<file path="config.mk">
export PLATFORM = sky130hd
export DESIGN_NAME = pcx_rle_pixel_decoder_core
export DESIGN_NICKNAME = d
export VERILOG_FILES = /design/src/hw/rtl/pcx_rle_pkg.sv /design/src/hw/rtl/pcx_rle_ctrl.sv /design/src/hw/rtl/pcx_rle_dpath.sv /design/src/hw/rtl/pcx_rle_pixel_decoder_core.sv
export SDC_FILE = /design/constraint.sdc
export NUM_CORES = 1
export LEC_CHECK = 0
export ABC_AREA = 1
export BUFFER_PORTS_ARGS = -buffer_cell sky130_fd_sc_hd__buf_4
export CORE_MARGIN = 5
export CORE_UTILIZATION = 35
export DETAILED_ROUTE_END_ITERATION = 10
export GPL_TIMING_DRIVEN = 0
export PLACE_DENSITY = 0.52
export SETUP_SLACK_MARGIN = 0.3
export SLEW_MARGIN = 20
export SYNTH_ARGS = -nofsm -noshare
export SYNTH_HDL_FRONTEND = slang
export SYNTH_SLANG_ARGS = --single-unit
</file>
<file path="constraint.sdc">
create_clock -name clk -period 13.7 [get_ports clk]
set_clock_uncertainty 0.15 [all_clocks]
set_input_delay 2.055 -clock clk [delete_from_list [all_inputs] [get_ports clk]]
set_output_delay 2.055 -clock clk [all_outputs]
set_load 0.05 [all_outputs]
</file>
<file path="src/hw/rtl/pcx_rle_pkg.sv">
// ----------------------------------------------------------------------------
// PCX RLE decoder package
// Shared types and constants for the run-length pixel decoder.
// ----------------------------------------------------------------------------
package pcx_rle_pkg;

  localparam int unsigned BYTE_W  = 8;
  localparam int unsigned CFG_W   = 16;
  localparam int unsigned RUN_W   = 6;
  localparam int unsigned INDEX_W = 2;

  localparam logic [BYTE_W-1:0] MARK_BITS = 8'hc0;
  localparam logic [BYTE_W-1:0] LEN_MASK  = 8'h3f;

  localparam logic [CFG_W-1:0] CFG_RESET = 16'd1;

  // Configuration register indexes
  localparam logic [INDEX_W-1:0] REG_IMAGE_WIDTH  = 2'd0;
  localparam logic [INDEX_W-1:0] REG_LINE_BYTES   = 2'd1;
  localparam logic [INDEX_W-1:0] REG_IMAGE_HEIGHT = 2'd2;

  typedef enum logic {
    ST_IDLE,
    ST_EXPAND
  } state_t;

  typedef struct packed {
    logic load;   // take the input byte
    logic step;   // advance the expansion by one position
  } cmd_t;

  typedef struct packed {
    logic expand_go;  // offered byte starts an expansion
    logic run_end;    // expansion has no more positions to visit
  } status_t;

endpackage

</file>
<file path="src/hw/rtl/pcx_rle_ctrl.sv">
// ----------------------------------------------------------------------------
// PCX RLE decoder controller
// Accepts bytes while idle and sequences the pixel expansion.
// ----------------------------------------------------------------------------
module pcx_rle_ctrl (
  input  logic                 clk,
  input  logic                 rst,
  input  logic                 in_valid,
  output logic                 in_ready,
  input  pcx_rle_pkg::status_t status,
  output pcx_rle_pkg::cmd_t    cmd
);
  import pcx_rle_pkg::*;

  state_t state, state_next;

  always_ff @(posedge clk) begin
    if (rst) begin
      state <= ST_IDLE;
    end else begin
      state <= state_next;
    end
  end

  always_comb begin
    state_next = state;
    unique case (state)
      ST_IDLE: begin
        if (in_valid && status.expand_go) state_next = ST_EXPAND;
      end
      ST_EXPAND: begin
        if (status.run_end) state_next = ST_IDLE;
      end
      default: state_next = ST_IDLE;
    endcase
  end

  always_comb begin
    in_ready = 1'b0;
    cmd      = '0;
    unique case (state)
      ST_IDLE: begin
        in_ready = 1'b1;
        cmd.load = in_valid;
      end
      ST_EXPAND: begin
        cmd.step = 1'b1;
      end
      default: begin
        in_ready = 1'b0;
      end
    endcase
  end

endmodule

</file>
<file path="src/hw/rtl/pcx_rle_dpath.sv">
// ----------------------------------------------------------------------------
// PCX RLE decoder datapath
// Configuration, line and run counters, and the pixel output register.
// ----------------------------------------------------------------------------
module pcx_rle_dpath (
  input  logic                                clk,
  input  logic                                rst,
  input  pcx_rle_pkg::cmd_t                   cmd,
  output pcx_rle_pkg::status_t                status,
  input  logic                                cfg_we,
  input  logic [pcx_rle_pkg::INDEX_W-1:0]     cfg_index,
  input  logic [pcx_rle_pkg::CFG_W-1:0]       cfg_data,
  input  logic [pcx_rle_pkg::BYTE_W-1:0]      data_byte,
  input  logic                                new_image,
  output logic                                out_valid,
  input  logic                                out_ready,
  output logic [pcx_rle_pkg::BYTE_W-1:0]      pixel_value,
  output logic [pcx_rle_pkg::CFG_W-1:0]       column,
  output logic [pcx_rle_pkg::CFG_W-1:0]       row,
  output logic                                last_of_item,
  output logic                                last_of_image
);
  import pcx_rle_pkg::*;

  logic [CFG_W-1:0]  image_width;
  logic [CFG_W-1:0]  line_bytes;
  logic [CFG_W-1:0]  image_height;

  logic              awaiting_value;
  logic [RUN_W-1:0]  run_length;
  logic [CFG_W-1:0]  byte_column;
  logic [CFG_W-1:0]  line_number;
  logic              image_finished;

  logic [RUN_W-1:0]  remaining;
  logic [BYTE_W-1:0] run_value;

  // State as seen by the offered byte, after an optional image restart
  logic              eff_await;
  logic [RUN_W-1:0]  eff_run;
  logic [CFG_W-1:0]  eff_column;
  logic [CFG_W-1:0]  eff_line;
  logic              eff_finished;

  logic              skip;
  logic              is_marker;
  logic              expand_go;
  logic [CFG_W-1:0]  cap;
  logic [CFG_W:0]    column_inc;
  logic [CFG_W:0]    line_inc;
  logic              run_end;
  logic              in_cap;
  logic              out_free;
  logic              emit;

  assign eff_await    = new_image ? 1'b0 : awaiting_value;
  assign eff_run      = new_image ? '0 : run_length;
  assign eff_column   = new_image ? '0 : byte_column;
  assign eff_line     = new_image ? '0 : line_number;
  assign eff_finished = new_image ? 1'b0 : image_finished;

  assign skip      = eff_finished || (eff_line >= image_height);
  assign is_marker = (data_byte & MARK_BITS) == MARK_BITS;
  assign expand_go = !skip && (eff_await || !is_marker);

  assign cap        = (image_width < line_bytes) ? image_width : line_bytes;
  assign column_inc = {1'b0, byte_column} + {{CFG_W{1'b0}}, 1'b1};
  assign line_inc   = {1'b0, line_number} + {{CFG_W{1'b0}}, 1'b1};
  assign run_end    = (remaining == '0) || (byte_column >= line_bytes);
  assign in_cap     = byte_column < cap;
  assign out_free   = !out_valid || out_ready;
  assign emit       = cmd.step && !run_end && in_cap && out_free;

  assign status = '{expand_go: expand_go, run_end: run_end};

  always_ff @(posedge clk) begin
    if (rst) begin
      image_width    <= CFG_RESET;
      line_bytes     <= CFG_RESET;
      image_height   <= CFG_RESET;
      awaiting_value <= 1'b0;
      run_length     <= '0;
      byte_column    <= '0;
      line_number    <= '0;
      image_finished <= 1'b0;
      remaining      <= '0;
      out_valid      <= 1'b0;
    end else begin
      if (cfg_we) begin
        unique case (cfg_index)
          REG_IMAGE_WIDTH:  image_width  <= cfg_data;
          REG_LINE_BYTES:   line_bytes   <= cfg_data;
          REG_IMAGE_HEIGHT: image_height <= cfg_data;
          default: ;
        endcase
      end

      if (cmd.load) begin
        byte_column    <= eff_column;
        line_number    <= eff_line;
        image_finished <= skip;
        if (skip) begin
          awaiting_value <= eff_await;
          run_length     <= eff_run;
        end else if (eff_await) begin
          awaiting_value <= 1'b0;
          run_length     <= eff_run;
          remaining      <= eff_run;
        end else if (is_marker) begin
          awaiting_value <= 1'b1;
          run_length     <= RUN_W'(data_byte & LEN_MASK);
        end else begin
          awaiting_value <= 1'b0;
          run_length     <= eff_run;
          remaining      <= RUN_W'(1);
        end
      end

      if (cmd.step) begin
        if (run_end) begin
          // wrap to the next line once the padding is passed
          if (byte_column >= line_bytes) begin
            byte_column <= '0;
            line_number <= line_inc[CFG_W-1:0];
            if ((line_inc[CFG_W-1:0] >= image_height) || (line_inc[CFG_W-1:0] == '0)) begin
              image_finished <= 1'b1;
            end
          end
        end else if (!in_cap || out_free) begin
          // padding columns advance without a pixel; visible ones wait for room
          byte_column <= column_inc[CFG_W-1:0];
          remaining   <= remaining - RUN_W'(1);
        end
      end

      if (emit) begin
        out_valid <= 1'b1;
      end else if (out_ready) begin
        out_valid <= 1'b0;
      end
    end
  end

  always_ff @(posedge clk) begin
    if (cmd.load) begin
      run_value <= data_byte;
    end
    if (emit) begin
      pixel_value   <= run_value;
      column        <= byte_column;
      row           <= line_number;
      last_of_item  <= (remaining == RUN_W'(1)) || (column_inc >= {1'b0, cap});
      last_of_image <= (line_inc == {1'b0, image_height}) && (column_inc == {1'b0, cap});
    end
  end

endmodule

</file>
<file path="src/hw/rtl/pcx_rle_pixel_decoder_core.sv">
// ----------------------------------------------------------------------------
// PCX RLE pixel decoder core
// Expands the run-length coded pixel stream of an 8-bit PCX image.
// ----------------------------------------------------------------------------
// Usage:
//   Input channel (in_valid/in_ready) carries one compressed byte per
//   transfer, with new_image set on the first byte of an image. Output
//   channel (out_valid/out_ready) carries one pixel per transfer with its
//   column, row and end-of-byte / end-of-image flags.
//   Configure image_width, line_bytes and image_height through cfg_we,
//   cfg_index and cfg_data while the block is idle.
// Timing:
//   A run marker, or a byte arriving after the image has ended, is taken
//   while the controller stays idle. A pixel or value byte is expanded over
//   the N line positions its run covers (N at most 63): the controller visits one
//   position per cycle, but waits at visible ones while the receiver stalls.
//   The first pixel is registered once the controller is in its expand state.
// Reset clears all counters and sets the three registers to 1.
// When the receiver stalls, the pixel is held in the output register and
// the expansion waits; the input is not taken until the run is finished.
// ----------------------------------------------------------------------------
module pcx_rle_pixel_decoder_core (
  input  logic                            clk,
  input  logic                            rst,
  input  logic                            cfg_we,
  input  logic [pcx_rle_pkg::INDEX_W-1:0] cfg_index,
  input  logic [pcx_rle_pkg::CFG_W-1:0]   cfg_data,
  input  logic                            in_valid,
  output logic                            in_ready,
  input  logic [pcx_rle_pkg::BYTE_W-1:0]  data_byte,
  input  logic                            new_image,
  output logic                            out_valid,
  input  logic                            out_ready,
  output logic [pcx_rle_pkg::BYTE_W-1:0]  pixel_value,
  output logic [pcx_rle_pkg::CFG_W-1:0]   column,
  output logic [pcx_rle_pkg::CFG_W-1:0]   row,
  output logic                            last_of_item,
  output logic                            last_of_image
);
  import pcx_rle_pkg::*;

  cmd_t    cmd;
  status_t status;

  pcx_rle_ctrl u_ctrl (
    .clk      (clk),
    .rst      (rst),
    .in_valid (in_valid),
    .in_ready (in_ready),
    .status   (status),
    .cmd      (cmd)
  );

  pcx_rle_dpath u_dpath (
    .clk           (clk),
    .rst           (rst),
    .cmd           (cmd),
    .status        (status),
    .cfg_we        (cfg_we),
    .cfg_index     (cfg_index),
    .cfg_data      (cfg_data),
    .data_byte     (data_byte),
    .new_image     (new_image),
    .out_valid     (out_valid),
    .out_ready     (out_ready),
    .pixel_value   (pixel_value),
    .column        (column),
    .row           (row),
    .last_of_item  (last_of_item),
    .last_of_image (last_of_image)
  );

endmodule
</file>
==> results of run 1 <==
## area by class of cell
type | instances | area (sq um)
fillers | 2557 | 14630
multi-input cells | 797 | 4757
flip-flops and latches | 146 | 3423
repair buffers | 75 | 575.6
inverters | 137 | 514.2
clock buffers | 18 | 429.2
well taps | 330 | 412.9
plain buffers | 37 | 156.4
clock inverters | 14 | 138.9
## path summary, 6_finish.rpt
| check | start | to | cells after the start |
|---|---|---|---|
| worst min-delay path | u_dpath.run_value[0] | u_dpath.pixel_value[0] | 0 |
| worst max register to register | u_dpath.line_bytes[15] | u_dpath.row[7] | 15 |
| worst min register to register | u_dpath.run_value[0] | u_dpath.pixel_value[0] | 0 |
| worst max-delay path | new_image | u_dpath.remaining[1] | 15 |
## flip-flops by register name, indices dropped and copies added (netlist names)
| register | count |
|---|---|
| u_dpath.remaining | 6 |
| u_dpath.byte_column | 16 |
| u_dpath.image_width | 16 |
| u_dpath.awaiting_value | 1 |
| u_dpath.line_bytes | 16 |
| u_ctrl.state | 1 |
| u_dpath.row | 16 |
| u_dpath.image_height | 16 |
| u_dpath.line_number | 16 |
| u_dpath.last_of_image | 1 |
| u_dpath.column | 16 |
| u_dpath.pixel_value | 8 |
| u_dpath.run_length | 6 |
| u_dpath.run_value | 8 |
| u_dpath.out_valid | 1 |
| u_dpath.last_of_item | 1 |
| u_dpath.image_finished | 1 |
## power by group
| part | switching [mW] | leakage [nW] | internal, mW |
|---|---|---|---|
| clock | 0.215 | 0.277 | 0.242 |
| sequential | 0.0335 | 1.25 | 0.492 |
| combinational | 0.317 | 3.05 | 0.155 |
| total | 0.566 | 4.57 | 0.889 |
## placed cells by master, fill, tap and decap left out, types with 3 or more instances in the layout
cell       count
o211ai_1       8
buf_4         75
clkbuf_16     17
inv_2          3
a21oi_1      126
dfxtp_1       96
nor2_1        94
nand2_2        7
inv_6          6
nor2_2         6
clkbuf_1      29
o21ai_0       93
nand3_1       44
nand4_1       33
nor2_4         3
clkinv_1       5
inv_8          4
buf_2          5
xor2_1        16
o21bai_1       8
nor3_1         9
ha_1          99
nor3_2         3
or2_2          3
a211oi_1      12
inv_1        129
nor4_1         5
nand2_1      198
o221ai_1       4
edfxtp_1      50
## per-layer routing
metal / track usage / up-vias / share of wire
li1: - / 4001 / -
met1: 0.2459 / 3557 / 0.51
met2: 0.2619 / 182 / 0.44
met3: 0.02546 / 22 / 0.044
met4: 0.04128 / 0 / 0.013
met5: 0 / - / 0
## kinds of logic (layout without fill, tap and decap cells)
group,count (synthesis),count (layout),share of synthesized area
compound gates,262,262,0.1637
buf+inv,174,281,0.07583
flops,146,146,0.3871
xor+xnor,20,20,0.02151
simple gates,416,416,0.2118
fa+ha+maj,99,99,0.1401
## synthesized netlist by cell type (all sizes together), types with 3 or more instances
master and count:
clkbuf 28, o21ai 94, nor3 12, a21oi 127, inv 132, o221ai 4, clkinv 5, nand2 206
nor4 5, nand4 33, or2 3, edfxtp 50, nand3 48, xor2 18, o211ai 8, o21bai 8
buf 9, dfxtp 96, a211oi 12, ha 99, nor2 103
## worst max-delay path, stage by stage
cell and delay [ns]:
buf_4 0.10, clkbuf_1 0.45, clkbuf_1 0.41, nor2_1 0.11, ha_1 0.31, a21oi_1 0.13, o21ai_0 0.08, a21oi_1 0.19
a21boi_0 0.28, nand3_1 0.20, nor2_1 0.36, nand2_1 0.25, a32o_1 0.26, nor2_1 0.08, nor2_1 0.05
==> impl_metrics.json, run 1 <==
{
  "io_buffers": 74,
  "coreArea_sq_um": 25040,
  "clk_pin_slew_ns": 0.07,
  "synthDominantCellAreaShare": 0.2173,
  "p_leak_nw": 4.574,
  "finalPower_mw": 1.455,
  "worstMarginPinSlew_ns": 0.8551,
  "finalCriticalPeriod_ns": 5.139,
  "ctsResizeCount": 0,
  "syn_inst": 1117,
  "place_hpwl_mm": 18.84,
  "finish.instance_area_sq_um": 10410,
  "ys.flop_type": "dfxtp_1",
  "hold_buffers": 0,
  "grt_max_degree": 26,
  "grt_pass1_vias": 7382,
  "tns_ns": 0,
  "htreeDepth": 4,
  "cts_tree": "done",
  "grt_usage": 0.1685,
  "finalSetupViolations": 0,
  "route.vias.total": 7762,
  "finalWorstSetupSlack_ns": 8.561,
  "final_cells": 1554,
  "diodes": 0,
  "end_kind": "flop",
  "firstDrtPassIters": 5,
  "synthTopCellsByArea": "dfxtp_1 (22%), edfxtp_1 (17%), ha_1 (14%)",
  "hold_ws_ns": 0.2712,
  "rrSetupSlack_ns": 8.97,
  "finalMaxSlewViolations": 0,
  "worstSetupPathType": "in -> reg",
  "ys_ff_latch": 146,
  "routed_wl_mm": 23.99,
  "dp_cells": 1522,
  "drive_gt1_frac": 0.1225,
  "rsz0062_at_grt": "false",
  "synth-edff-count": 50,
  "synth_cell_types": 48,
  "ios": 76,
  "final-hold-violation-count": 0,
  "post-route-drc-count": 0,
  "fin_crit_sh": 0.3751,
  "dieWidth_microns": 169.0,
  "clock_sinks": 146,
  "grt-ovfl-total": 0,
  "startpoint_type": "input pin",
  "crit_arrival_ns": 5.32,
  "cts.path.max_buffers": 2,
  "cp.required_ns": 13.88,
  "grt_pass1_wl_mm": 38.83,
  "viasPerCell": 4.995,
  "routabilityCongestion": 0.8651,
  "start_util": 0.3532,
  "ys_seq_area_frac": 0.3871,
  "ant_nets": 0,
  "worst-path-max-fanout": 10,
  "drv_cap": 0,
  "placed_area_sq_um": 9839,
  "syn_nets": 1248,
  "postSynthAreaPerCell_sq_um": 7.917,
  "cts_setup_buffers": 0,
  "relSlewSlack": 0.4278,
  "synthArstFlopShare": 0,
  "clock_latency_ns": 0.43,
  "drtIter0Drc": 377,
  "yosysWarnings": 0,
  "fin_util": 0.4157,
  "fp.dieArea_sq_um": 28550,
  "max_clock_freq_mhz": 194.6,
  "dieHeight_microns": 169.0,
  "pre_cts_slack_ns": 8.203,
  "status": "finished, final reports clean",
  "clockRootBuffer": "clkbuf_16",
  "avgRoutedWirePerCell_microns": 15.44,
  "antenna_found_initial": 0,
  "syn-cell-area_sq_um": 8843,
  "power_density_nw_per_um2": 139.8,
  "synth_top_cell_by_area": "dfxtp_1",
  "row_count": 58,
  "syn_to_final_growth_pct": 17.69,
  "peakVddDrop_mv": 0.07050,
  "nets": 1342,
  "hp-class": "reg -> reg",
  "numCtsBuffers": 17
}
(Power assumes the default switching activity.)
==> run 2: changes to the inputs <==
==> constraint.sdc (replaced) <==
create_clock -name clk -period 4.9 [get_ports clk]
set_clock_uncertainty 0.15 [all_clocks]
set_input_delay 0.735 -clock clk [delete_from_list [all_inputs] [get_ports clk]]
set_output_delay 0.735 -clock clk [all_outputs]
set_load 0.05 [all_outputs]
==> run 2 against run 1 <==
- register-to-register slack got worse by 8.2 ns
- power grew to 2.8 times the previous value
- final area rose by 0.75%
- largest power group unchanged
==> impl_metrics.json, run 2 (synthesis results as in run 1) <==
{
  "status": "finished, final reports clean",
  "finalMaxSlewViolations": 0,
  "finalPower_mw": 4.099,
  "hold_ws_ns": 0.2713,
  "final_cells": 1563,
  "relSlewSlack": 0.4221,
  "grt_max_degree": 26,
  "worstMarginPinSlew_ns": 0.8636,
  "rsz0062_at_grt": "false",
  "grt_pass1_vias": 7511,
  "layout_commonest_cell": "nand2_1",
  "diodes": 0,
  "peakVddDrop_mv": 0.1834,
  "route.vias.total": 7746,
  "max_clock_freq_mhz": 240.5,
  "nets": 1351,
  "dp_cells": 1522,
  "place_hpwl_mm": 18.87,
  "worst-path-max-fanout": 10,
  "ant_nets": 0,
  "routed_wl_mm": 24.01,
  "worstSetupPathType": "reg -> reg",
  "finalWorstSetupSlack_ns": 0.7415,
  "ios": 76,
  "hold_buffers": 0,
  "fin_crit_sh": 0.8487,
  "clock_sinks": 146,
  "tns_ns": 0,
  "row_count": 58,
  "finalCriticalPeriod_ns": 4.159,
  "numCtsBuffers": 17,
  "firstDrtPassIters": 5,
  "pre_cts_slack_ns": 0.1456,
  "routabilityCongestion": 0.8565,
  "startpoint_type": "flop",
  "hp-class": "reg -> reg",
  "avgRoutedWirePerCell_microns": 15.36,
  "io_buffers": 74,
  "finish.instance_area_sq_um": 10490,
  "drv_cap": 0,
  "grt-ovfl-total": 0,
  "crit_arrival_ns": 4.33,
  "clk_pin_slew_ns": 0.07,
  "cts_tree": "done",
  "fin_util": 0.4188,
  "power_density_nw_per_um2": 390.9,
  "clockRootBuffer": "clkbuf_16",
  "cts.path.max_buffers": 2,
  "grt_usage": 0.1717,
  "finalSetupViolations": 0,
  "drtIter0Drc": 409,
  "syn_to_final_growth_pct": 18.56,
  "drive_gt1_frac": 0.1298,
  "viasPerCell": 4.956,
  "cp.required_ns": 5.07,
  "post-route-drc-count": 0,
  "htreeDepth": 4,
  "dieHeight_microns": 169.0,
  "end_kind": "flop",
  "grt_pass1_wl_mm": 39.56,
  "placed_area_sq_um": 9839,
  "start_util": 0.3532,
  "final_cell_mix": "nand2_1 (198), inv_1 (129), a21oi_1 (126)",
  "p_leak_nw": 4.619,
  "final-hold-violation-count": 0,
  "antenna_found_initial": 0,
  "clock_latency_ns": 0.43,
  "fp.dieArea_sq_um": 28550,
  "dieWidth_microns": 169.0,
  "coreArea_sq_um": 25040
}
## run 2: worst paths after layout
path | from | to | slack [ns] | cells past startpoint
worst max-delay path | u_dpath.line_bytes[15] | u_dpath.remaining[2] | 0.74 | 18
worst min register to register | u_dpath.run_value[4] | u_dpath.pixel_value[4] | 0.27 | 0
worst min-delay path | u_dpath.run_value[4] | u_dpath.pixel_value[4] | 0.27 | 0
worst max register to register | u_dpath.line_bytes[15] | u_dpath.remaining[2] | 0.74 | 18
## run 2: final cells by class
cell class / count / area, sq um
fillers: 2598 / 14550
multi-input cells: 797 / 4757
flip-flops and latches: 146 / 3423
repair buffers: 84 / 643.1
inverters: 137 / 514.2
clock buffers: 18 / 429.2
well taps: 330 / 412.9
plain buffers: 37 / 157.7
clock inverters: 14 / 147.6
## run 2: power by group
group	internal, mW	switching (mW)	total (mW)	leakage [nW]
Clock	0.716	0.575	1.29	0.273
Sequential	1.38	0.0929	1.47	1.25
Combinational	0.450	0.890	1.34	3.10
## run 2: per-layer routing
metal | part of all wire | track usage
met1 | 0.51 | 0.2526
met2 | 0.44 | 0.2627
met3 | 0.040 | 0.02616
met4 | 0.015 | 0.04552
met5 | 0 | 0
## run 2: worst max-delay path, cell delays in order, from the launching register on
cell and delay (ns):
dfxtp_1 0.31, inv_1 0.10, ha_1 0.35, a21oi_1 0.14
o21ai_0 0.10, nor2_1 0.21, nand2_2 0.12, clkbuf_1 0.20
o21ai_0 0.40, ha_1 0.37, nand4_1 0.14, a21oi_1 0.10
a2111oi_4 0.44, buf_4 0.26, nand3_4 0.15, nand2_2 0.20
inv_1 0.13, nor2_1 0.12, nor2_1 0.05
## run 2: what timing repair did
item / in CTS / in global routing
resized for setup: 0 / 3
endpoints found under the setup margin: 25 / 36
pin swaps: 1 / 1
setup buffers: 1 / 8
